==> config.mk <==
export PLATFORM = sky130hd
export DESIGN_NAME = xrg_state
export DESIGN_NICKNAME = d
export VERILOG_FILES = /design/src/rtl/xrg_pkg.sv /design/src/rtl/xrg_state.sv
export SDC_FILE = /design/constraint.sdc
export NUM_CORES = 1
export LEC_CHECK = 0
export BUFFER_PORTS_ARGS = -buffer_cell sky130_fd_sc_hd__buf_2
export CAP_MARGIN = 20
export CELL_PAD_IN_SITES_DETAIL_PLACEMENT = 0
export CELL_PAD_IN_SITES_GLOBAL_PLACEMENT = 2
export CORE_UTILIZATION = 40
export CTS_BUF_LIST = sky130_fd_sc_hd__clkbuf_4 sky130_fd_sc_hd__clkbuf_8
export DETAILED_ROUTE_END_ITERATION = 8
export GPL_ROUTABILITY_DRIVEN = 0
export GPL_TIMING_DRIVEN = 0
export PLACE_DENSITY_LB_ADDON = 0.12
export SYNTH_ARGS = -nofsm -noshare
export SYNTH_HDL_FRONTEND = slang
export SYNTH_SLANG_ARGS = --single-unit
==> constraint.sdc <==
create_clock -name clk_i -period 2.3 [get_ports clk_i]
set_input_delay 0.345 -clock clk_i [delete_from_list [all_inputs] [get_ports clk_i]]
set_output_delay 0.345 -clock clk_i [all_outputs]
set_load 0.005 [all_outputs]
==> src/rtl/xrg_pkg.sv <==
`timescale 1ns / 1ps

package xrg_pkg;

  // Generator seeds, loaded at reset.
  localparam logic [31:0] SEED_A = 32'd123456789;
  localparam logic [31:0] SEED_B = 32'd362436069;
  localparam logic [31:0] SEED_C = 32'd521288629;
  localparam logic [31:0] SEED_D = 32'd88675123;

  // Shift amounts of one xorshift128 step.
  localparam int unsigned SHIFT_L = 11;
  localparam int unsigned SHIFT_W = 19;
  localparam int unsigned SHIFT_T = 8;

  localparam int unsigned HALF_BITS = 32;

  typedef enum logic [2:0] {
    OP_RAW32     = 3'd0,
    OP_HALF_OPEN = 3'd1,
    OP_CLOSED    = 3'd2,
    OP_RAW64     = 3'd3,
    OP_PAIR      = 3'd4
  } op_e;

  typedef struct packed {
    logic [31:0] a;
    logic [31:0] b;
    logic [31:0] c;
    logic [31:0] d;
  } xs_state_t;

  // One request as held in the input register.
  typedef struct packed {
    op_e                op;
    logic signed [31:0] range_begin;
    logic signed [31:0] range_end;
  } req_t;

  // Tells the state module whether and how far to advance.
  typedef struct packed {
    logic advance;
    logic two;
  } step_ctl_t;

  // Contents of the product register.
  typedef struct packed {
    op_e         op;
    logic        err;
    logic [31:0] range_begin;
    logic [32:0] span;
    logic [32:0] off_u;
    logic [31:0] off_v;
    logic [63:0] raw;
  } prod_t;

  function automatic xs_state_t xs_step(input xs_state_t s);
    logic [31:0] t;
    xs_state_t   n;
    t   = s.a ^ (s.a << SHIFT_L);
    n.a = s.b;
    n.b = s.c;
    n.c = s.d;
    n.d = s.d ^ (s.d >> SHIFT_W) ^ t ^ (t >> SHIFT_T);
    return n;
  endfunction

endpackage

==> src/rtl/xrg_state.sv <==
`timescale 1ns / 1ps

// Holds the four generator words and offers the next two draws.
module xrg_state (
  input  logic                  clk_i,
  input  logic                  rst_ni,
  input  xrg_pkg::step_ctl_t    ctl_i,
  output logic [31:0]           draw1_o,
  output logic [31:0]           draw2_o
);

  xrg_pkg::xs_state_t state_q, state_d;
  xrg_pkg::xs_state_t state1, state2;

  always_comb begin
    state1 = xrg_pkg::xs_step(state_q);
    state2 = xrg_pkg::xs_step(state1);
    if (ctl_i.advance) begin
      state_d = ctl_i.two ? state2 : state1;
    end else begin
      state_d = state_q;
    end
  end

  assign draw1_o = state1.d;
  assign draw2_o = state2.d;

  always_ff @(posedge clk_i or negedge rst_ni) begin
    if (!rst_ni) begin
      state_q.a <= xrg_pkg::SEED_A;
      state_q.b <= xrg_pkg::SEED_B;
      state_q.c <= xrg_pkg::SEED_C;
      state_q.d <= xrg_pkg::SEED_D;
    end else begin
      state_q <= state_d;
    end
  end

endmodule

==> impl_metrics.py <==
metrics = {
    "outcome": {
        "status": "finished, violations left",
        "violations": "negative setup slack",
    },
    "synth": {
        "syn_inst": 824,
        "synth_compound_area_share_pct": 11.1,
        "synth-edff-count": 0,
        "async_flop_share_pct": 100,
        "yosys.cell_types.count": 35,
        "synth-xor-area-share_pct": 25.8,
        "synth_adder_area_share_pct": 0,
        "syn-num-nets": 828,
        "ys.flop_type": "dfrtp_1",
        "avgSynthCellArea_um2": 10.3,
        "ys_seq_area_share_pct": 38.6,
        "synth_seq_cells": 128,
        "synth-simple-area-share_pct": 8.38,
        "synth_commonest_cells": "112 x nor2_1, 94 x a21oi_1, 90 x xnor2_1, 88 x mux2i_1, 67 x dfrtp_1",
        "yosysMostFrequentCell": "nor2_1",
        "yosysWarnings": 0,
        "synth_mux_area_share_pct": 10.4,
        "yosys.area.top_type_share_pct": 19.7,
        "syn_area_um2": 8490,
        "synth_top_family_by_area": "XOR/XNOR gates",
        "ys_top_cells_by_area": "dfrtp_1 20%, dfstp_2 19%, mux2i_1 10%, xnor2_1 9.3%, xnor3_1 7.4%",
        "synth_top_area_cell": "dfrtp_1",
    },
    "clocking": {
        "numClockSinks": 128,
        "cts_made_buffers": 17,
        "cts-root-buf": "clkbuf_8",
        "htreeDepth": 4,
        "cts_tree": "yes",
        "clk_pin_slew_ns": 0.08,
        "insertion_delay_ns": 0.46,
        "clk_path_buf_depth": 2,
    },
    "die": {
        "core_um2": 20500,
        "die_x_um": 148,
        "io_pins": 68,
        "initial_utilization_pct": 41.4,
        "die_y_um": 148,
        "dieArea_um2": 21800,
        "rows": 52,
    },
    "worst_setup_path": {
        "r2r_start": "state_q[113]",
        "crit_start": "state_q[116]",
        "crit_top_cell": "xnor3_2",
        "crit_type": "reg2out",
        "cp.required_ns": 1.96,
        "critPathLaunchType": "flop",
        "arrival_ns": 2.13,
        "crit_path_max_fanout": 5,
        "critPathMaxStageDelay_ns": 0.64,
        "slowest_stage": "dfstp_2",
        "endpoint_kind": "primary output",
        "cp_cell_sequence": "xnor3_2 > xnor3_2 > xnor2_2 > buf_2",
    },
    "timing": {
        "fin_crit_ns": 2.48,
        "clock_skew_ns": 0.0132,
        "tns_ns": -1.74,
        "tightest_slew_ns": 1.19,
        "finalSetupViolCount": 24,
        "hold_violations": 0,
        "rsz0062_at_grt": "yes",
        "max_freq_mhz": 404,
        "slew_headroom_pct": 20.9,
        "period_share_pct": 108,
        "setup_ws_ns": -0.176,
        "slew_violations": 0,
    },
    "placed_design": {
        "portBuffers": 66,
        "hpwl_um": 18800,
    },
    "route": {
        "routed_wl_um": 30000,
        "viasPerCell": 5.42,
        "detail-route-antenna-nets": 0,
        "drc": 0,
        "initialDrtViolationCount": 505,
        "num_vias": 6910,
        "first_pass_iters": 5,
        "wl_per_cell_um": 23.5,
    },
    "cells_and_area": {
        "area_delta_synth_final_pct": 32.7,
        "drive_gt1_share_pct": 39.6,
        "nets": 995,
        "seqCellArea_um2": 3300,
        "multi_input_area_um2": 5450,
        "antennaDiodeCount": 0,
        "fill_cells": 1834,
    },
    "min_path": {
        "hold_path_class": "in2async",
    },
    "global_route": {
        "grt_max_degree": 85,
        "grt.total_usage_pct": 28.5,
        "antenna_found_initial": 0,
        "globalRouteOverflowTotal": 0,
        "grt_pass1_wl_um": 44500,
        "grt_pass1_vias": 6853,
    },
    "flow_run": {
        "cap_viol_max_count": 0,
    },
}
cell type report:
| type | instances | share of cell area, % |
|---|---|---|
| Timing Repair Buffer | 158 | 11.2 |
| Buffer | 80 | 4.28 |
| Tap cell | 270 | 3.00 |
| Sequential cell | 128 | 29.3 |
| Inverter | 6 | 0.200 |
| Multi-Input combinational cell | 600 | 48.3 |
| Clock inverter | 12 | 1.46 |
| Clock buffer | 20 | 2.33 |
cells in the final DEF, fill, tap and decap left out, drive strengths merged, types with 9 or more instances in the layout:
master and count:
a21oi 94, mux2i 88, nand2 19, dfrtp 67
nand3 16, xor2 58, or3 9, nor2 112
o21ai 19, dfstp 61, clkbuf 58, xnor3 30
buf 195, a31oi 13, xnor2 90
critical path, delay by kind of cell (launching register included):
family | cells | cell delay (ns)
xor+xnor | 3 | 0.91
flops | 1 | 0.64
buf+inv | 1 | 0.13
worst paths after layout:
kind	to	slack [ns]	depth (start not counted)
max	draw2_o[1]	-0.18	4
min	state1[45]	0.40	2
max reg2reg	state1[41]	0.25	6
min reg2reg	state1[66]	0.49	2
max in group asynchronous	state1[44]	1.07	3
min in group clk_i	state1[40]	0.43	4
cell families after synthesis:
family                 after synthesis
XOR/XNOR                           186
flip-flops                         128
AND/OR/NAND/NOR                    168
buffers and inverters               96
AO/OA/AOI/OAI                      158
multiplexers                        88
through the flow:
step                      area, um2  hold WS, ns  instances  worst slack (ns)  utilization, %
after floorplan                8490       0.0494        824             0.328               -
final                         11300        0.396       1274            -0.176            55.0
after CTS                     10600        0.399       1235            -0.207            51.5
after global placement         9160        0.477       1160             -1.04            44.7
after global routing          11300        0.412       1274            -0.289            55.0
after detailed placement       9230        0.311       1163            -0.842            45.0
registers in the layout, indices dropped and copies added (netlist names):
name     flops
state1      96
state_q     32
repair_timing:
action | CTS | global route
resized for setup | 97 | 68
buffers inserted | 46 | 43
hold buffers | 1 | 0
hold endpoints to repair | 18 | 0
pin swaps | 41 | 32
setup endpoints to repair | 87 | 50
layer usage:
| metal | track usage (%) | wire [um] | up-vias |
|---|---|---|---|
| li1 | - | - | 3087 |
| met1 | 39.3 | 13400 | 3530 |
| met5 | 0 | 0 | - |
| met4 | 9.48 | 844 | 0 |
| met2 | 45.3 | 14100 | 242 |
| met3 | 5.09 | 1630 | 51 |
Power is left out: the tool's default activity adds up to more than one toggle a clock period on the data nets, which glitch-free logic cannot reach.
