### src/rtl/xrg_pkg.sv
`timescale 1ns / 1ps

package xrg_pkg;

  // Generator seeds, loaded at reset.
  localparam logic [31:0] SEED_A = 32'd123456789;
  localparam logic [31:0] SEED_B = 32'd362436069;
  localparam logic [31:0] SEED_C = 32'd521288629;
  localparam logic [31:0] SEED_D = 32'd88675123;

  // Shift amounts of one xorshift128 step.
  localparam int unsigned SHIFT_L = 11;
  localparam int unsigned SHIFT_W = 19;
  localparam int unsigned SHIFT_T = 8;

  localparam int unsigned HALF_BITS = 32;

  typedef enum logic [2:0] {
    OP_RAW32     = 3'd0,
    OP_HALF_OPEN = 3'd1,
    OP_CLOSED    = 3'd2,
    OP_RAW64     = 3'd3,
    OP_PAIR      = 3'd4
  } op_e;

  typedef struct packed {
    logic [31:0] a;
    logic [31:0] b;
    logic [31:0] c;
    logic [31:0] d;
  } xs_state_t;

  // One request as held in the input register.
  typedef struct packed {
    op_e                op;
    logic signed [31:0] range_begin;
    logic signed [31:0] range_end;
  } req_t;

  // Tells the state module whether and how far to advance.
  typedef struct packed {
    logic advance;
    logic two;
  } step_ctl_t;

  // Contents of the product register.
  typedef struct packed {
    op_e         op;
    logic        err;
    logic [31:0] range_begin;
    logic [32:0] span;
    logic [32:0] off_u;
    logic [31:0] off_v;
    logic [63:0] raw;
  } prod_t;

  function automatic xs_state_t xs_step(input xs_state_t s);
    logic [31:0] t;
    xs_state_t   n;
    t   = s.a ^ (s.a << SHIFT_L);
    n.a = s.b;
    n.b = s.c;
    n.c = s.d;
    n.d = s.d ^ (s.d >> SHIFT_W) ^ t ^ (t >> SHIFT_T);
    return n;
  endfunction

endpackage

### src/rtl/xrg_result_stage.sv
`timescale 1ns / 1ps

// Adds the offsets to the lower bound, builds the ordered pair and holds
// the finished result until the receiver takes it.
module xrg_result_stage (
  input  logic              clk_i,
  input  logic              rst_ni,
  input  logic              in_valid_i,
  input  xrg_pkg::prod_t    prod_i,
  output logic              ready_o,
  output logic              m_axis_tvalid,
  input  logic              m_axis_tready,
  output logic [127:0]      m_axis_tdata,
  output logic              m_axis_tuser
);

  logic          valid_q;
  logic [127:0]  data_q, data_d;
  logic          err_q;
  logic [31:0]   ou;
  logic [33:0]   ov_sum;
  logic [31:0]   ov;
  logic [31:0]   lo_off, hi_off;
  logic [31:0]   first, second;
  logic          fire;

  // The second pair member is offset from the first by 1 .. span-1,
  // wrapped back into the range.
  always_comb begin
    ou     = prod_i.off_u[31:0];
    ov_sum = 34'(prod_i.off_u) + 34'd1 + 34'(prod_i.off_v);
    if (ov_sum >= 34'(prod_i.span)) begin
      ov = 32'(ov_sum - 34'(prod_i.span));
    end else begin
      ov = ov_sum[31:0];
    end
    if (ou < ov) begin
      lo_off = ou;
      hi_off = ov;
    end else begin
      lo_off = ov;
      hi_off = ou;
    end
  end

  always_comb begin
    first  = 32'd0;
    second = 32'd0;
    case (prod_i.op) inside
      xrg_pkg::OP_HALF_OPEN, xrg_pkg::OP_CLOSED: begin
        first = prod_i.range_begin + prod_i.off_u[31:0];
      end
      xrg_pkg::OP_PAIR: begin
        first  = prod_i.range_begin + lo_off;
        second = prod_i.range_begin + hi_off;
      end
      default: begin
        first  = 32'd0;
        second = 32'd0;
      end
    endcase
    if (prod_i.err) begin
      data_d = 128'd0;
    end else begin
      data_d = {second, first, prod_i.raw};
    end
  end

  assign ready_o = !valid_q || m_axis_tready;
  assign fire    = in_valid_i && ready_o;

  always_ff @(posedge clk_i or negedge rst_ni) begin
    if (!rst_ni) begin
      valid_q <= 1'b0;
    end else if (ready_o) begin
      valid_q <= in_valid_i;
    end
  end

  always_ff @(posedge clk_i) begin
    if (fire) begin
      data_q <= data_d;
      err_q  <= prod_i.err;
    end
  end

  assign m_axis_tvalid = valid_q;
  assign m_axis_tdata  = data_q;
  assign m_axis_tuser  = err_q;

endmodule

### config.mk
export PLATFORM = sky130hd
export DESIGN_NAME = xrg_result_stage
export DESIGN_NICKNAME = d
export VERILOG_FILES = /design/src/rtl/xrg_pkg.sv /design/src/rtl/xrg_result_stage.sv
export SDC_FILE = /design/constraint.sdc
export NUM_CORES = 1
export LEC_CHECK = 0
export ABC_CLOCK_PERIOD_IN_PS = 5850
export BUFFER_PORTS_ARGS = -buffer_cell sky130_fd_sc_hd__buf_2
export CAP_MARGIN = 20
export CORE_ASPECT_RATIO = 0.6
export CORE_MARGIN = 2
export CORE_UTILIZATION = 40
export DETAILED_ROUTE_END_ITERATION = 6
export GPL_TIMING_DRIVEN = 0
export PLACE_DENSITY = 0.65
export SYNTH_ARGS = -nofsm -noshare
export SYNTH_HDL_FRONTEND = slang
export SYNTH_SLANG_ARGS = --single-unit
### constraint.sdc
create_clock -name clk_i -period 5.85 [get_ports clk_i]
set_clock_uncertainty 0.2 [all_clocks]
set_input_delay 1.17 -clock clk_i [delete_from_list [all_inputs] [get_ports clk_i]]
set_output_delay 1.17 -clock clk_i [all_outputs]
set_load 0.03 [all_outputs]
==> metrics.txt <==
status finished, violations left; failing checks setup timing; First-pass DRT Iterations 5; WL final 53170 µm; pre-CTS setup slack -6.832 ns; antenna violations before repair 4; first-pass GRT wire length 76870 µm; Reg clk slew, reported paths 0.06 ns; initial core utilization 40.96%; Sequential Power Share 11.8%; design area 0.02012 mm²; CTS tree yes; Reg2Reg Depth 4; WP data required 5.78 ns; Worst Setup End Kind register; Chip Width 249.6 µm; Crit Path Category input pin to register; switching pwr 4387 µW; largest net degree at the start of global routing 55; worst-skew pair later-pin latency 0.42 ns; slowest CP cell a221o_1; RSZ-0062 raised after global routing true; most frequent cells in the layout 330 x buf_2, 162 x ha_1, 138 x buf_4; CP most frequent cell buf_8; Synth Instances 1653; Ports 333; H-Tree Depth 4; Int Pwr 5183 µW; worst setup path end m_axis_tdata[94]; cell leakage power 0.009065 µW; Setup crit start prod_i[64]; Via density 5.616; Post-DP Area 0.01714 mm²; number of flops mapped to enable cells by yosys 129; area of the mapped netlist 0.01448 mm²; Hold Violations, Final 0; FF-to-FF End m_axis_tdata[88]; dpl hpwl 40740 µm; syn avg cell area 8.758 µm²; global route total overflow 0; routability cong. 0.9433; CP max FO 7; met1 Use GR 38.08%; share of cells above drive strength 1 36.38%; Syn Nets 2057; clk buf depth 2; via count 14830; CTS sink count 130; CTS Root Cell clkbuf_16; FP Rows 53; Die ar. 0.03778 mm²; relative slew slack 33.48%; chip height 151.4 µm; Yosys cell types 80; Clk pwr share 10.6%; crit path launch type input pin; vias in the first global route 13800; FMAX 0.09239 GHz; Max-Cap Viols 0; Syn. warnings 0; GRT Total Usage 26.44%; ys async rst share 0.7692%; cts hold-fix bufs 0; core area 0.03535 mm²; busiest grt layer met2; Num CTS Buffers 17; DR WL/cell 20.13 µm; Max stage delay on crit path 0.39 ns; #FFs+latches synth 130; maximum VDD drop 273.9 µV; PD cells 475.6 mW/mm²; Critical Path AT 10.75 ns; Worst Setup Slack, final -4.974 ns; port bufs 332; reg-to-reg slack, setup 3.74 ns; Final ANT Viol Nets 0; met2 GRT Util 41.05%; Area Overhead vs Synth 39.01%; NumNets Final 2560; crit share post-route 185.0%; fin. max-slew vios 0; Net Sw Frac 45.84%; Initial DRC Count 1276; Slew @ Worst Pin 0.9935 ns; Reg-to-Reg Start m_axis_tvalid; most common cell after layout, fill and taps aside buf_2; drc violations 0; GR Util met3 5.001%; Main synth FF type edfxtp_1; endpoints failing setup 64; Seq/Total Area, Yosys 26.93%; Tmin final 10.82 ns; Worst Hold Class input pin to async pin; Comb pwr share 77.6%
-- worst max-delay path: cells and delay by family --
family	cells	cell delay, ns
and+or+nand+nor	10	1.87
AOI/OAI and AO/OA	23	4.23
buffers and inverters	10	1.18
xor gates and xnor gates	2	0.42
adders and majority gates	5	1.36
muxes	2	0.48
-- what timing repair did --
| item | CTS | global route |
|---|---|---|
| gates cloned | 2 | 1 |
| buffers inserted | 91 | 59 |
| setup endpoints to repair | 64 | 64 |
| resized for setup | 149 | 132 |
| pin swaps | 89 | 98 |
-- stage by stage --
stage / utilization, % / total power [µW] / std cells / hold slack (ns) / TNS (ns)
after floorplan: - / 5234 / 1653 / 0.6744 / -200.63
after global placement: 48.27 / 6360 / 2452 / 0.2989 / -444.97
after detailed placement: 48.50 / 6451 / 2456 / 0.3331 / -375.81
after CTS: 53.86 / 8617 / 2579 / 0.2895 / -268.06
after global routing: 56.90 / 10170 / 2636 / 0.2761 / -291.86
final: 56.93 / 9570 / 2641 / 0.3066 / -276.49
-- worst min path at each step --
stage / start / cells after the start / end / slack [ns]
6_report: rst_ni / 1 / m_axis_tvalid / 0.31
4_1_cts: rst_ni / 1 / m_axis_tvalid / 0.29
2_1_floorplan: rst_ni / 0 / m_axis_tvalid / 0.67
3_3_place_gp: m_axis_tvalid / 2 / m_axis_tvalid / 0.30
5_1_grt: rst_ni / 1 / m_axis_tvalid / 0.28
3_5_place_dp: m_axis_tvalid / 2 / m_axis_tvalid / 0.33
-- sequential cells by signal (all words and copies together) (netlist names) --
| register | cells |
|---|---|
| m_axis_tuser | 1 |
| m_axis_tvalid | 1 |
| m_axis_tdata | 128 |
-- cell type report --
cell class	count	area (µm²)
clock buffer	19	432.9
antenna	5	12.51
timing repair buffer	486	2978
multi-input combinational	1390	11400
sequential	130	3899
inverter	93	371.6
clock inverter	13	112.6
tap	467	584.3
buffer	38	334.1
fill	3183	15220
-- cells by family after synthesis --
group                      Yosys count  share of synthesized area, %
AOI/OAI and AO/OA                  522                         23.68
buffers and inverters              133                         3.760
xor gates and xnor gates           128                         7.744
DFF                                130                         26.93
muxes                               34                         2.766
adders and majority gates          202                         17.72
and+or+nand+nor                    504                         17.40
-- layer usage --
metal	vias up	wire, µm
met5	-	12
met4	2	896
met3	68	4138
met2	563	23680
met1	7057	24440
li1	7142	-
-- power groups by stage --
stage / Sequential (µW) / Combinational (µW) / Clock, µW
6_report: 1130 / 7430 / 1010
2_1_floorplan: 1290 / 3940 / 0
5_1_grt: 1140 / 7960 / 1070
3_3_place_gp: 1160 / 5200 / 0
4_1_cts: 1130 / 6460 / 1030
3_5_place_dp: 1150 / 5300 / 0
-- Yosys cell counts (8+ instances only) --
| cell | count | area, µm² |
|---|---|---|
| nand2_1 | 104 | 390.4 |
| nor3_1 | 28 | 140.1 |
| o21a_1 | 28 | 210.2 |
| a21boi_0 | 9 | 67.56 |
| a21oi_1 | 140 | 700.7 |
| nor2_1 | 138 | 518.0 |
| nand4_1 | 19 | 118.9 |
| mux2i_1 | 9 | 90.09 |
| buf_2 | 11 | 55.05 |
| nand3_1 | 26 | 130.1 |
| o211ai_1 | 10 | 75.07 |
| nand2b_1 | 28 | 175.2 |
| and3_1 | 19 | 118.9 |
| o21bai_1 | 14 | 105.1 |
| or3_1 | 19 | 118.9 |
| clkbuf_1 | 22 | 82.58 |
| edfxtp_1 | 129 | 3874 |
| ha_1 | 197 | 2465 |
| inv_1 | 93 | 349.1 |
| o21ai_0 | 105 | 525.5 |
| xor2_1 | 46 | 402.9 |
| mux2_2 | 17 | 191.4 |
| a21o_1 | 74 | 555.5 |
| o22ai_1 | 14 | 87.58 |
| a31oi_1 | 13 | 81.33 |
| a211oi_1 | 24 | 180.2 |
| and2_1 | 8 | 50.05 |
| a22oi_1 | 12 | 90.09 |
| nor2b_1 | 82 | 513.0 |
| xnor2_1 | 82 | 718.2 |
No activity file was read; power rests on OpenSTA's default activity.
